[config.mk]
export PLATFORM = sky130hd
export DESIGN_NAME = console_line_discipline
export DESIGN_NICKNAME = d
export VERILOG_FILES = /design/src/rtl/cld_pkg.sv /design/src/rtl/cld_ctrl.sv /design/src/rtl/cld_datapath.sv /design/src/rtl/console_line_discipline.sv
export VERILOG_INCLUDE_DIRS = /design/src /design/src/rtl
export SDC_FILE = /design/constraint.sdc
export NUM_CORES = 1
export LEC_CHECK = 0
export BUFFER_PORTS_ARGS = -buffer_cell sky130_fd_sc_hd__buf_2
export CORE_ASPECT_RATIO = 0.8
export CORE_MARGIN = 2
export CORE_UTILIZATION = 35
export DETAILED_ROUTE_END_ITERATION = 6
export PLACE_DENSITY = 0.51
export SLEW_MARGIN = 20
export SYNTH_ARGS = -nofsm -noshare
export SYNTH_HDL_FRONTEND = slang
export SYNTH_SLANG_ARGS = --single-unit
[constraint.sdc]
create_clock -name aclk -period 3.55 [get_ports aclk]
set_input_delay 0.1775 -clock aclk [delete_from_list [all_inputs] [get_ports aclk]]
set_output_delay 0.1775 -clock aclk [all_outputs]
set_load 0.1 [all_outputs]
[src/rtl/console_line_discipline_defines.svh]
// assertion macros for the console line discipline rtl
// no dependencies; included by files that carry concurrent assertions
`ifndef CONSOLE_LINE_DISCIPLINE_DEFINES_SVH
`define CONSOLE_LINE_DISCIPLINE_DEFINES_SVH

// same-cycle implication, disabled while reset is held
`define CLD_ASSERT_IMPL(label, clk, rstn, ante, cons) \
    label: assert property (@(posedge clk) disable iff (!(rstn)) (ante) |-> (cons)) \
        else $error("console line discipline: implication check failed");

// next-cycle implication, disabled while reset is held
`define CLD_ASSERT_NEXT(label, clk, rstn, ante, cons) \
    label: assert property (@(posedge clk) disable iff (!(rstn)) (ante) |=> (cons)) \
        else $error("console line discipline: next-cycle check failed");

`endif

[src/rtl/cld_pkg.sv]
// shared types, codes and helpers for the console line discipline
// no dependencies; used by cld_ctrl, cld_datapath and the top level
package cld_pkg;

    // result kinds
    localparam logic [2:0] KIND_ECHO = 3'd0;
    localparam logic [2:0] KIND_LINE = 3'd1;
    localparam logic [2:0] KIND_END  = 3'd2;
    localparam logic [2:0] KIND_QUIT = 3'd3;
    localparam logic [2:0] KIND_RAW  = 3'd4;

    localparam int KIND_W = 3;
    localparam int BYTE_W = 8;
    localparam int LEN_W  = 6;

    // control bytes
    localparam logic [7:0] KEY_NUL   = 8'h00;
    localparam logic [7:0] KEY_EOF   = 8'h04;
    localparam logic [7:0] KEY_BS    = 8'h08;
    localparam logic [7:0] KEY_LF    = 8'h0a;
    localparam logic [7:0] KEY_CR    = 8'h0d;
    localparam logic [7:0] KEY_KILL  = 8'h15;
    localparam logic [7:0] KEY_QUIT  = 8'h1c;
    localparam logic [7:0] KEY_DEL   = 8'h7f;

    // echo bytes
    localparam logic [7:0] ECHO_SPACE = 8'h20;
    localparam logic [7:0] ECHO_CARET = 8'h5e;
    localparam logic [7:0] ECHO_U     = 8'h55;

    typedef enum logic [2:0] {
        CLS_NUL,
        CLS_ERASE,
        CLS_KILL,
        CLS_QUIT,
        CLS_EOF,
        CLS_NEWLINE,
        CLS_OTHER
    } key_class_t;

    typedef enum logic [3:0] {
        EMIT_KEY,
        EMIT_BS,
        EMIT_SPACE,
        EMIT_CARET,
        EMIT_U,
        EMIT_NL,
        EMIT_LINE,
        EMIT_END,
        EMIT_QUIT,
        EMIT_RAW
    } emit_sel_t;

    typedef enum logic [3:0] {
        ST_IDLE,
        ST_DECODE,
        ST_ECHO,
        ST_ERASE_BS1,
        ST_ERASE_SP,
        ST_ERASE_BS2,
        ST_KILL_CARET,
        ST_KILL_U,
        ST_KILL_NL,
        ST_QUIT,
        ST_RAW,
        ST_LINE_START,
        ST_LINE,
        ST_END
    } ctrl_state_t;

    // controller to datapath
    typedef struct packed {
        logic      ready;
        logic      capture;
        logic      store;
        logic      fill_dec;
        logic      fill_clear;
        logic      rd_start;
        logic      rd_next;
        logic      emit;
        emit_sel_t sel;
        logic      last;
    } cld_cmd_t;

    // datapath to controller
    typedef struct packed {
        key_class_t cls;
        logic       raw;
        logic       fill_zero;
        logic       store_fills;
        logic       rd_done;
        logic       slot_free;
    } cld_stat_t;

    function automatic key_class_t classify_key(input logic [7:0] b);
        key_class_t cls;
        unique case (b) inside
            KEY_NUL:         cls = CLS_NUL;
            KEY_DEL, KEY_BS: cls = CLS_ERASE;
            KEY_KILL:        cls = CLS_KILL;
            KEY_QUIT:        cls = CLS_QUIT;
            KEY_EOF:         cls = CLS_EOF;
            KEY_CR, KEY_LF:  cls = CLS_NEWLINE;
            default:         cls = CLS_OTHER;
        endcase
        return cls;
    endfunction

endpackage

[src/rtl/cld_ctrl.sv]
// sequencing state machine of the console line discipline
// depends on cld_pkg for state, command and status types
module cld_ctrl (
    input  logic              aclk,
    input  logic              aresetn,
    input  logic              in_valid,
    input  cld_pkg::cld_stat_t stat,
    output cld_pkg::cld_cmd_t  cmd
);

    cld_pkg::ctrl_state_t state_reg, state_next;
    logic                 commit_reg, commit_next;

    always_ff @(posedge aclk) begin
        if (!aresetn) begin
            state_reg  <= cld_pkg::ST_IDLE;
            commit_reg <= 1'b0;
        end else begin
            state_reg  <= state_next;
            commit_reg <= commit_next;
        end
    end

    // next state
    always_comb begin
        state_next  = state_reg;
        commit_next = commit_reg;
        unique case (state_reg)
            cld_pkg::ST_IDLE: begin
                if (in_valid) state_next = cld_pkg::ST_DECODE;
            end
            cld_pkg::ST_DECODE: begin
                commit_next = 1'b0;
                if (stat.raw) begin
                    state_next = cld_pkg::ST_RAW;
                end else begin
                    unique case (stat.cls)
                        cld_pkg::CLS_ERASE:
                            state_next = stat.fill_zero ? cld_pkg::ST_IDLE
                                                        : cld_pkg::ST_ERASE_BS1;
                        cld_pkg::CLS_KILL: state_next = cld_pkg::ST_KILL_CARET;
                        cld_pkg::CLS_QUIT: state_next = cld_pkg::ST_QUIT;
                        cld_pkg::CLS_EOF:  state_next = cld_pkg::ST_LINE_START;
                        cld_pkg::CLS_NUL:
                            state_next = stat.fill_zero ? cld_pkg::ST_IDLE
                                                        : cld_pkg::ST_LINE_START;
                        default: begin
                            state_next  = cld_pkg::ST_ECHO;
                            commit_next = (stat.cls == cld_pkg::CLS_NEWLINE)
                                          || stat.store_fills;
                        end
                    endcase
                end
            end
            cld_pkg::ST_ECHO: begin
                if (stat.slot_free)
                    state_next = commit_reg ? cld_pkg::ST_LINE_START : cld_pkg::ST_IDLE;
            end
            cld_pkg::ST_ERASE_BS1: if (stat.slot_free) state_next = cld_pkg::ST_ERASE_SP;
            cld_pkg::ST_ERASE_SP:  if (stat.slot_free) state_next = cld_pkg::ST_ERASE_BS2;
            cld_pkg::ST_ERASE_BS2: if (stat.slot_free) state_next = cld_pkg::ST_IDLE;
            cld_pkg::ST_KILL_CARET: if (stat.slot_free) state_next = cld_pkg::ST_KILL_U;
            cld_pkg::ST_KILL_U:     if (stat.slot_free) state_next = cld_pkg::ST_KILL_NL;
            cld_pkg::ST_KILL_NL:    if (stat.slot_free) state_next = cld_pkg::ST_IDLE;
            cld_pkg::ST_QUIT: if (stat.slot_free) state_next = cld_pkg::ST_IDLE;
            cld_pkg::ST_RAW:  if (stat.slot_free) state_next = cld_pkg::ST_IDLE;
            cld_pkg::ST_LINE_START: begin
                state_next = stat.fill_zero ? cld_pkg::ST_END : cld_pkg::ST_LINE;
            end
            cld_pkg::ST_LINE: begin
                if (stat.slot_free && stat.rd_done) state_next = cld_pkg::ST_END;
            end
            cld_pkg::ST_END: if (stat.slot_free) state_next = cld_pkg::ST_IDLE;
            default: state_next = cld_pkg::ST_IDLE;
        endcase
    end

    // commands
    always_comb begin
        cmd = '{ready: 1'b0, capture: 1'b0, store: 1'b0, fill_dec: 1'b0,
                fill_clear: 1'b0, rd_start: 1'b0, rd_next: 1'b0, emit: 1'b0,
                sel: cld_pkg::EMIT_KEY, last: 1'b0};
        unique case (state_reg)
            cld_pkg::ST_IDLE: begin
                cmd.ready   = 1'b1;
                cmd.capture = in_valid;
            end
            cld_pkg::ST_DECODE: begin
                if (!stat.raw) begin
                    unique case (stat.cls) inside
                        cld_pkg::CLS_ERASE: cmd.fill_dec = !stat.fill_zero;
                        cld_pkg::CLS_KILL:  cmd.fill_clear = 1'b1;
                        cld_pkg::CLS_NEWLINE, cld_pkg::CLS_OTHER: cmd.store = 1'b1;
                        default: ;
                    endcase
                end
            end
            cld_pkg::ST_ECHO: begin
                cmd.emit = stat.slot_free;
                cmd.sel  = cld_pkg::EMIT_KEY;
                cmd.last = !commit_reg;
            end
            cld_pkg::ST_ERASE_BS1: begin
                cmd.emit = stat.slot_free;
                cmd.sel  = cld_pkg::EMIT_BS;
            end
            cld_pkg::ST_ERASE_SP: begin
                cmd.emit = stat.slot_free;
                cmd.sel  = cld_pkg::EMIT_SPACE;
            end
            cld_pkg::ST_ERASE_BS2: begin
                cmd.emit = stat.slot_free;
                cmd.sel  = cld_pkg::EMIT_BS;
                cmd.last = 1'b1;
            end
            cld_pkg::ST_KILL_CARET: begin
                cmd.emit = stat.slot_free;
                cmd.sel  = cld_pkg::EMIT_CARET;
            end
            cld_pkg::ST_KILL_U: begin
                cmd.emit = stat.slot_free;
                cmd.sel  = cld_pkg::EMIT_U;
            end
            cld_pkg::ST_KILL_NL: begin
                cmd.emit = stat.slot_free;
                cmd.sel  = cld_pkg::EMIT_NL;
                cmd.last = 1'b1;
            end
            cld_pkg::ST_QUIT: begin
                cmd.emit = stat.slot_free;
                cmd.sel  = cld_pkg::EMIT_QUIT;
                cmd.last = 1'b1;
            end
            cld_pkg::ST_RAW: begin
                cmd.emit = stat.slot_free;
                cmd.sel  = cld_pkg::EMIT_RAW;
                cmd.last = 1'b1;
            end
            cld_pkg::ST_LINE_START: begin
                cmd.rd_start = 1'b1;
            end
            cld_pkg::ST_LINE: begin
                cmd.emit    = stat.slot_free;
                cmd.rd_next = stat.slot_free;
                cmd.sel     = cld_pkg::EMIT_LINE;
            end
            cld_pkg::ST_END: begin
                cmd.emit       = stat.slot_free;
                cmd.fill_clear = stat.slot_free;
                cmd.sel        = cld_pkg::EMIT_END;
                cmd.last       = 1'b1;
            end
            default: ;
        endcase
    end

endmodule

[src/rtl/cld_datapath.sv]
// line store, fill index, mode register and output register
// depends on cld_pkg; driven by commands from cld_ctrl
module cld_datapath #(
    parameter int LINE_BYTES = 32
) (
    input  logic                     aclk,
    input  logic                     aresetn,
    input  logic [7:0]               key_in,
    input  logic                     cfg_we,
    input  logic                     cfg_raw,
    input  cld_pkg::cld_cmd_t         cmd,
    output cld_pkg::cld_stat_t        stat,
    input  logic                     out_ready,
    output logic                     out_valid,
    output logic [cld_pkg::KIND_W-1:0] out_kind,
    output logic [cld_pkg::BYTE_W-1:0] out_data,
    output logic [cld_pkg::LEN_W-1:0]  out_len,
    output logic                     out_last
);

    localparam int IDX_W  = $clog2(LINE_BYTES);
    localparam int FILL_W = $clog2(LINE_BYTES + 1);

    logic [7:0]        line_mem [LINE_BYTES];
    logic [7:0]        rd_data_reg;
    logic [IDX_W-1:0]  rd_idx_reg, rd_idx_next;
    logic [FILL_W-1:0] fill_reg, fill_next;
    logic              raw_reg;
    logic [7:0]        key_reg;
    logic [7:0]        key_mapped;

    logic                       m_valid_reg;
    logic [cld_pkg::KIND_W-1:0] m_kind_reg, m_kind_next;
    logic [cld_pkg::BYTE_W-1:0] m_data_reg, m_data_next;
    logic [cld_pkg::LEN_W-1:0]  m_len_reg, m_len_next;
    logic                       m_last_reg;

    // carriage return is stored and echoed as newline
    assign key_mapped = (key_reg == cld_pkg::KEY_CR) ? cld_pkg::KEY_LF : key_reg;

    always_comb begin
        fill_next = fill_reg;
        if (cmd.fill_clear)    fill_next = '0;
        else if (cmd.fill_dec) fill_next = fill_reg - FILL_W'(1);
        else if (cmd.store)    fill_next = fill_reg + FILL_W'(1);
    end

    always_comb begin
        rd_idx_next = rd_idx_reg;
        if (cmd.rd_start)     rd_idx_next = '0;
        else if (cmd.rd_next) rd_idx_next = rd_idx_reg + IDX_W'(1);
    end

    always_ff @(posedge aclk) begin
        if (!aresetn) begin
            fill_reg    <= '0;
            raw_reg     <= 1'b0;
            m_valid_reg <= 1'b0;
        end else begin
            fill_reg <= fill_next;
            if (cfg_we) raw_reg <= cfg_raw;
            if (cmd.emit)       m_valid_reg <= 1'b1;
            else if (out_ready) m_valid_reg <= 1'b0;
        end
    end

    always_ff @(posedge aclk) begin
        rd_idx_reg <= rd_idx_next;
        if (cmd.capture) key_reg <= key_in;
        if (cmd.emit) begin
            m_kind_reg <= m_kind_next;
            m_data_reg <= m_data_next;
            m_len_reg  <= m_len_next;
            m_last_reg <= cmd.last;
        end
    end

    // line store, one write and one registered read port
    always_ff @(posedge aclk) begin
        if (cmd.store) line_mem[fill_reg[IDX_W-1:0]] <= key_mapped;
        rd_data_reg <= line_mem[rd_idx_next];
    end

    always_comb begin
        m_kind_next = cld_pkg::KIND_ECHO;
        m_data_next = '0;
        m_len_next  = '0;
        unique case (cmd.sel)
            cld_pkg::EMIT_KEY:   m_data_next = key_mapped;
            cld_pkg::EMIT_BS:    m_data_next = cld_pkg::KEY_BS;
            cld_pkg::EMIT_SPACE: m_data_next = cld_pkg::ECHO_SPACE;
            cld_pkg::EMIT_CARET: m_data_next = cld_pkg::ECHO_CARET;
            cld_pkg::EMIT_U:     m_data_next = cld_pkg::ECHO_U;
            cld_pkg::EMIT_NL:    m_data_next = cld_pkg::KEY_LF;
            cld_pkg::EMIT_LINE: begin
                m_kind_next = cld_pkg::KIND_LINE;
                m_data_next = rd_data_reg;
            end
            cld_pkg::EMIT_END: begin
                m_kind_next = cld_pkg::KIND_END;
                m_len_next  = cld_pkg::LEN_W'(fill_reg);
            end
            cld_pkg::EMIT_QUIT: m_kind_next = cld_pkg::KIND_QUIT;
            cld_pkg::EMIT_RAW: begin
                m_kind_next = cld_pkg::KIND_RAW;
                m_data_next = key_reg;
            end
            default: ;
        endcase
    end

    assign stat.cls         = cld_pkg::classify_key(key_reg);
    assign stat.raw         = raw_reg;
    assign stat.fill_zero   = (fill_reg == '0);
    assign stat.store_fills = ((fill_reg + FILL_W'(1)) == FILL_W'(LINE_BYTES));
    assign stat.rd_done     = ((FILL_W'(rd_idx_reg) + FILL_W'(1)) == fill_reg);
    assign stat.slot_free   = !m_valid_reg || out_ready;

    assign out_valid = m_valid_reg;
    assign out_kind  = m_kind_reg;
    assign out_data  = m_data_reg;
    assign out_len   = m_len_reg;
    assign out_last  = m_last_reg;

endmodule

[src/rtl/console_line_discipline.sv]
// console line discipline: one key byte per input beat, results as output beats
// an item is accepted, then decoded, then sends one output beat per result while the
// output is free; an item that commits a line first passes a start state for the line
// store read to prime; worst case is the byte that fills the line, with LINE_BYTES + 2
// results; a raw byte is accepted, decoded and sent as a single raw result
// aresetn (synchronous, active low) empties the line, clears raw mode and the output
// depends on cld_pkg, cld_ctrl, cld_datapath and console_line_discipline_defines.svh
`include "console_line_discipline_defines.svh"

module console_line_discipline #(
    parameter int LINE_BYTES = 32
) (
    input  logic        aclk,
    input  logic        aresetn,
    // input channel
    input  logic        s_tvalid,
    output logic        s_tready,
    input  logic [7:0]  s_tdata,   // [7:0] key_byte
    // result channel
    output logic        m_tvalid,
    input  logic        m_tready,
    output logic [15:0] m_tdata,   // [7:0] data_byte, [13:8] line_length, [15:14] zero
    output logic [2:0]  m_tuser,   // [2:0] kind
    output logic        m_tlast,   // last beat caused by this input
    // configuration channel, raw_mode register
    input  logic        cfg_valid,
    output logic        cfg_ready,
    input  logic        cfg_data   // raw_mode
);

    cld_pkg::cld_cmd_t  cmd;
    cld_pkg::cld_stat_t stat;

    logic [cld_pkg::BYTE_W-1:0] out_data;
    logic [cld_pkg::LEN_W-1:0]  out_len;

    // the mode register takes a write in any cycle outside reset
    assign cfg_ready = aresetn;

    // sequencer: one key byte at a time, one output beat per cycle when free
    cld_ctrl u_ctrl (
        .aclk     (aclk),
        .aresetn  (aresetn),
        .in_valid (s_tvalid),
        .stat     (stat),
        .cmd      (cmd)
    );

    // edit line storage, fill index, and the output register that parts the sides
    cld_datapath #(
        .LINE_BYTES (LINE_BYTES)
    ) u_datapath (
        .aclk      (aclk),
        .aresetn   (aresetn),
        .key_in    (s_tdata),
        .cfg_we    (cfg_valid),
        .cfg_raw   (cfg_data),
        .cmd       (cmd),
        .stat      (stat),
        .out_ready (m_tready),
        .out_valid (m_tvalid),
        .out_kind  (m_tuser),
        .out_data  (out_data),
        .out_len   (out_len),
        .out_last  (m_tlast)
    );

    // input is taken only in the idle state and outside reset
    assign s_tready = cmd.ready && aresetn;

    // pack result fields, lowest first
    assign m_tdata = {2'b00, out_len, out_data};

    // an accepted beat starts decode, so the next cycle cannot accept
    `CLD_ASSERT_NEXT(a_one_item_in_flight, aclk, aresetn, s_tvalid && s_tready, !s_tready)
    // the controller loads the output register only when it is free or draining
    `CLD_ASSERT_IMPL(a_emit_into_free_slot, aclk, aresetn, cmd.emit, stat.slot_free)
    // no result is produced while the block waits for input
    `CLD_ASSERT_IMPL(a_no_emit_when_ready, aclk, aresetn, cmd.emit, !s_tready)
    // a line end closes its item; line bytes never do
    `CLD_ASSERT_IMPL(a_end_is_last, aclk, aresetn, m_tvalid && (m_tuser == cld_pkg::KIND_END), m_tlast)
    `CLD_ASSERT_IMPL(a_line_not_last, aclk, aresetn, m_tvalid && (m_tuser == cld_pkg::KIND_LINE), !m_tlast)

endmodule

==> flow_summary.yaml <==
run_status:
  status: "complete, no violations"
synth:
  synth_mux_area_share_pct: 3.84
  synthArstFlopShare_pct: 0
  synthCells: 1002
  synthSimpleGateAreaFrac_pct: 14.1
  synth.top_cell.area_share_pct: 63.4
  seq_area_frac_synth_pct: 67.2
  avgSynthCellArea_um2: 13.3
  synth-xor-area-share_pct: 0.983
  synthDistinctLibCells: 75
  synth_top_family_by_area: "simple AND/OR/NAND/NOR gates"
  synth_compound_area_share_pct: 10.2
  syn_area_um2: 13400
  synth.top_cells.by_area: "edfxtp_1 (63%), dfxtp_1 (3.9%), nand2_1 (3.6%), mux4_2 (2.7%), a211oi_1 (2.3%)"
  ys_ff_latch: 308
  synth_top_area_cell: "edfxtp_1"
  synthAdderAreaFrac_pct: 0.562
  yosys_warnings: 0
  synth_flop_cell: "edfxtp_1"
  synth_edf_count: 282
finish:
  drive_gt1_share_pct: 15.9
  mostFrequentLayoutCell: "edfxtp_1"
  nNetsFinal: 1073
  n_antenna_cell: 0
  area_growth_pct: 15.1
  largest_reg_flops: 256
  layout_common_cells: "edfxtp_1 (282), nand2_1 (129), nor2_1 (61), and3_1 (48), nand3_1 (45)"
  nFillCells: 3497
critical_path:
  worstSetupEndpointType: "register"
  r2r_setup_slack_ns: 0.44
  reg2reg_to: "u_datapath.rd_data_reg[5]"
  timing.rr.start: "u_ctrl.state_reg[3]"
  r2r_cells: 9
  critPathLaunchType: "register"
  cp.required_ns: 4.00
  crit_path_max_fanout: 53
  worstPathArrival_ns: 3.56
  critical_path_class: "reg2reg"
die:
  dieArea_um2: 39800
  ioPinCount: 37
  fp-row-count: 63
  die_w_um: 222
  fp.dieH_um: 179
  initial_core_util_pct: 35.8
  core_area_um2: 37400
global_route:
  grt_pass1_wl_mm: 54.9
  antenna_found_initial: 0
  grt_pass1_vias: 8089
  grtUsageMet2_pct: 26.0
  grt-ovfl-total: 0
  use_met3_pct: 2.95
  grt_start_max_net_pins: 58
  track_usage_pct: 18.4
  use_met1_pct: 29.7
  busiest_layer: "met1"
clock_network:
  htreeDepth: 1
  post_cts_buffers: 0
  cts_sinks: 308
  cts-buffers-inserted: 31
  clkTransAtPathRegs_ns: 0.07
  clkLatencyLatePin_ns: 0.60
  cts_root_buf: "clkbuf_16"
  ctsHoldBuffers: 12
  cts_tree: "yes"
  cts_resized: 0
  clock_path_buffers: 3
routing:
  ant_nets: 0
  first_pass_iters: 5
  drcViolationCount: 0
  wire_per_inst_um: 23.3
  drt_iter0_drc: 794
  via_per_inst: 5.48
  vias: 8576
  drt_wl_total_mm: 36.5
hold_path:
  hp-start: "s_tvalid"
  worstHoldPathCells: 2
  worstHoldPathType: "in2reg"
  min_to: "u_datapath.key_reg[3]"
pwr:
  leakagePower_nw: 5.29
  p_per_area_nw_per_um2: 595
  finalPower_mw: 9.15
  peakVddDrop_mv: 0.393
place:
  post-dp-hpwl_mm: 22.9
  gp_congestion: 0.831
  port_buffers: 34
flow_run:
  maxCapViolCount: 0
sta:
  rsz0062_at_grt: "no"
  drv_slew: 0
  slew_headroom_pct: 35.2
  setup_viol: 0
  max_freq_mhz: 321
  tns_ns: 0
  hold_viol: 0
  fin_crit_ns: 3.11
  post-route-period-util_pct: 87.7
  tightest_slew_ns: 0.969
  clock_skew_ns: 0.0222
[synthesized netlist by cell type, types with 3 or more instances]
| cell type | count |
|---|---|
| and3_1 | 48 |
| a21oi_1 | 20 |
| or3b_2 | 3 |
| a22o_1 | 3 |
| nor4b_1 | 3 |
| buf_4 | 5 |
| o21ai_0 | 27 |
| dfxtp_1 | 26 |
| nor3_1 | 15 |
| xor2_1 | 6 |
| or2_2 | 3 |
| o31ai_1 | 3 |
| a32oi_1 | 17 |
| nor2_1 | 62 |
| a22oi_1 | 10 |
| clkbuf_1 | 44 |
| and2_1 | 7 |
| xnor2_1 | 9 |
| nand3_1 | 45 |
| buf_6 | 4 |
| nand3b_1 | 5 |
| a211oi_1 | 41 |
| buf_2 | 17 |
| nor2b_1 | 9 |
| nand4_1 | 10 |
| o21a_1 | 3 |
| inv_1 | 8 |
| a31oi_1 | 19 |
| nor3b_1 | 11 |
| mux4_2 | 16 |
| or3_1 | 3 |
| buf_1 | 3 |
| edfxtp_1 | 282 |
| mux2i_1 | 13 |
| a2111oi_2 | 8 |
| ha_1 | 6 |
| nand2_1 | 129 |
| nand2b_1 | 9 |
[where the power goes]
group | internal (mW) | switching [mW] | leakage (nW) | total, mW
Clock | 2.13 | 1.41 | 0.539 | 3.54
Combinational | 0.322 | 0.994 | 2.00 | 1.32
Sequential | 4.22 | 0.0797 | 2.76 | 4.30
Total | 6.66 | 2.48 | 5.29 | 9.15
[final cells by class]
class	count	area, um^2	area share [%]
clock inverter	22	290	1.89
inverter	10	42.5	0.276
tap	487	609	3.96
clock buffer	36	805	5.23
multi-input combinational	611	3990	25.9
sequential	308	8990	58.4
timing repair buffer	91	666	4.33
[worst max path at each step]
stage | from | end | slack (ns) | cells past startpoint
CTS | u_ctrl.state_reg[3] | u_datapath.rd_data_reg[5] | 0.44 | 9
global placement | u_ctrl.state_reg[3] | u_datapath.rd_data_reg[0] | 0.52 | 9
detailed placement | u_ctrl.state_reg[3] | u_datapath.rd_data_reg[5] | 0.46 | 9
finish | u_ctrl.state_reg[3] | u_datapath.rd_data_reg[5] | 0.44 | 9
floorplan | u_datapath.out_valid | u_datapath.rd_data_reg[6] | 0.63 | 9
global route | u_ctrl.state_reg[3] | u_datapath.rd_data_reg[0] | 0.28 | 9
[critical path, cell delays in order, from the launching register on]
cell and delay [ns]:
dfxtp_1 0.32, buf_4 0.31, nand4bb_4 0.19, or3_1 0.35
and2_2 0.22, inv_6 0.32, buf_12 0.33, mux4_2 0.53
a22oi_1 0.21, nand4_1 0.12
[cell families (layout without fill, tap and decap cells)]
group	after synthesis	in the layout
compound gates	182	182
simple gates	375	375
flops	308	308
fa+ha+maj	6	6
xor+xnor	15	15
buf+inv	84	159
other cells	1	2
mux	31	31
[routing by layer]
metal	wire (um)	up-vias	part of all wire [%]
met1	18800	4330	51
met3	2130	40	5.8
met4	596	0	1.6
met2	15000	259	41
met5	0	-	0
li1	-	3947	-
[metrics by stage]
| step | setup WS (ns) | utilization [%] | hold slack (ns) | area (um^2) | instances |
|---|---|---|---|---|---|
| floorplan | 0.628 | - | 0.276 | 13400 | 1003 |
| global placement | 0.517 | 37.9 | 0.355 | 14200 | 1495 |
| detailed placement | 0.459 | 37.9 | 0.356 | 14200 | 1495 |
| CTS | 0.443 | 41.2 | 0.162 | 15400 | 1565 |
| global route | 0.275 | 41.2 | 0.177 | 15400 | 1565 |
| finish | 0.437 | 41.2 | 0.186 | 15400 | 1565 |
No activity file was read; power rests on OpenSTA's default activity.
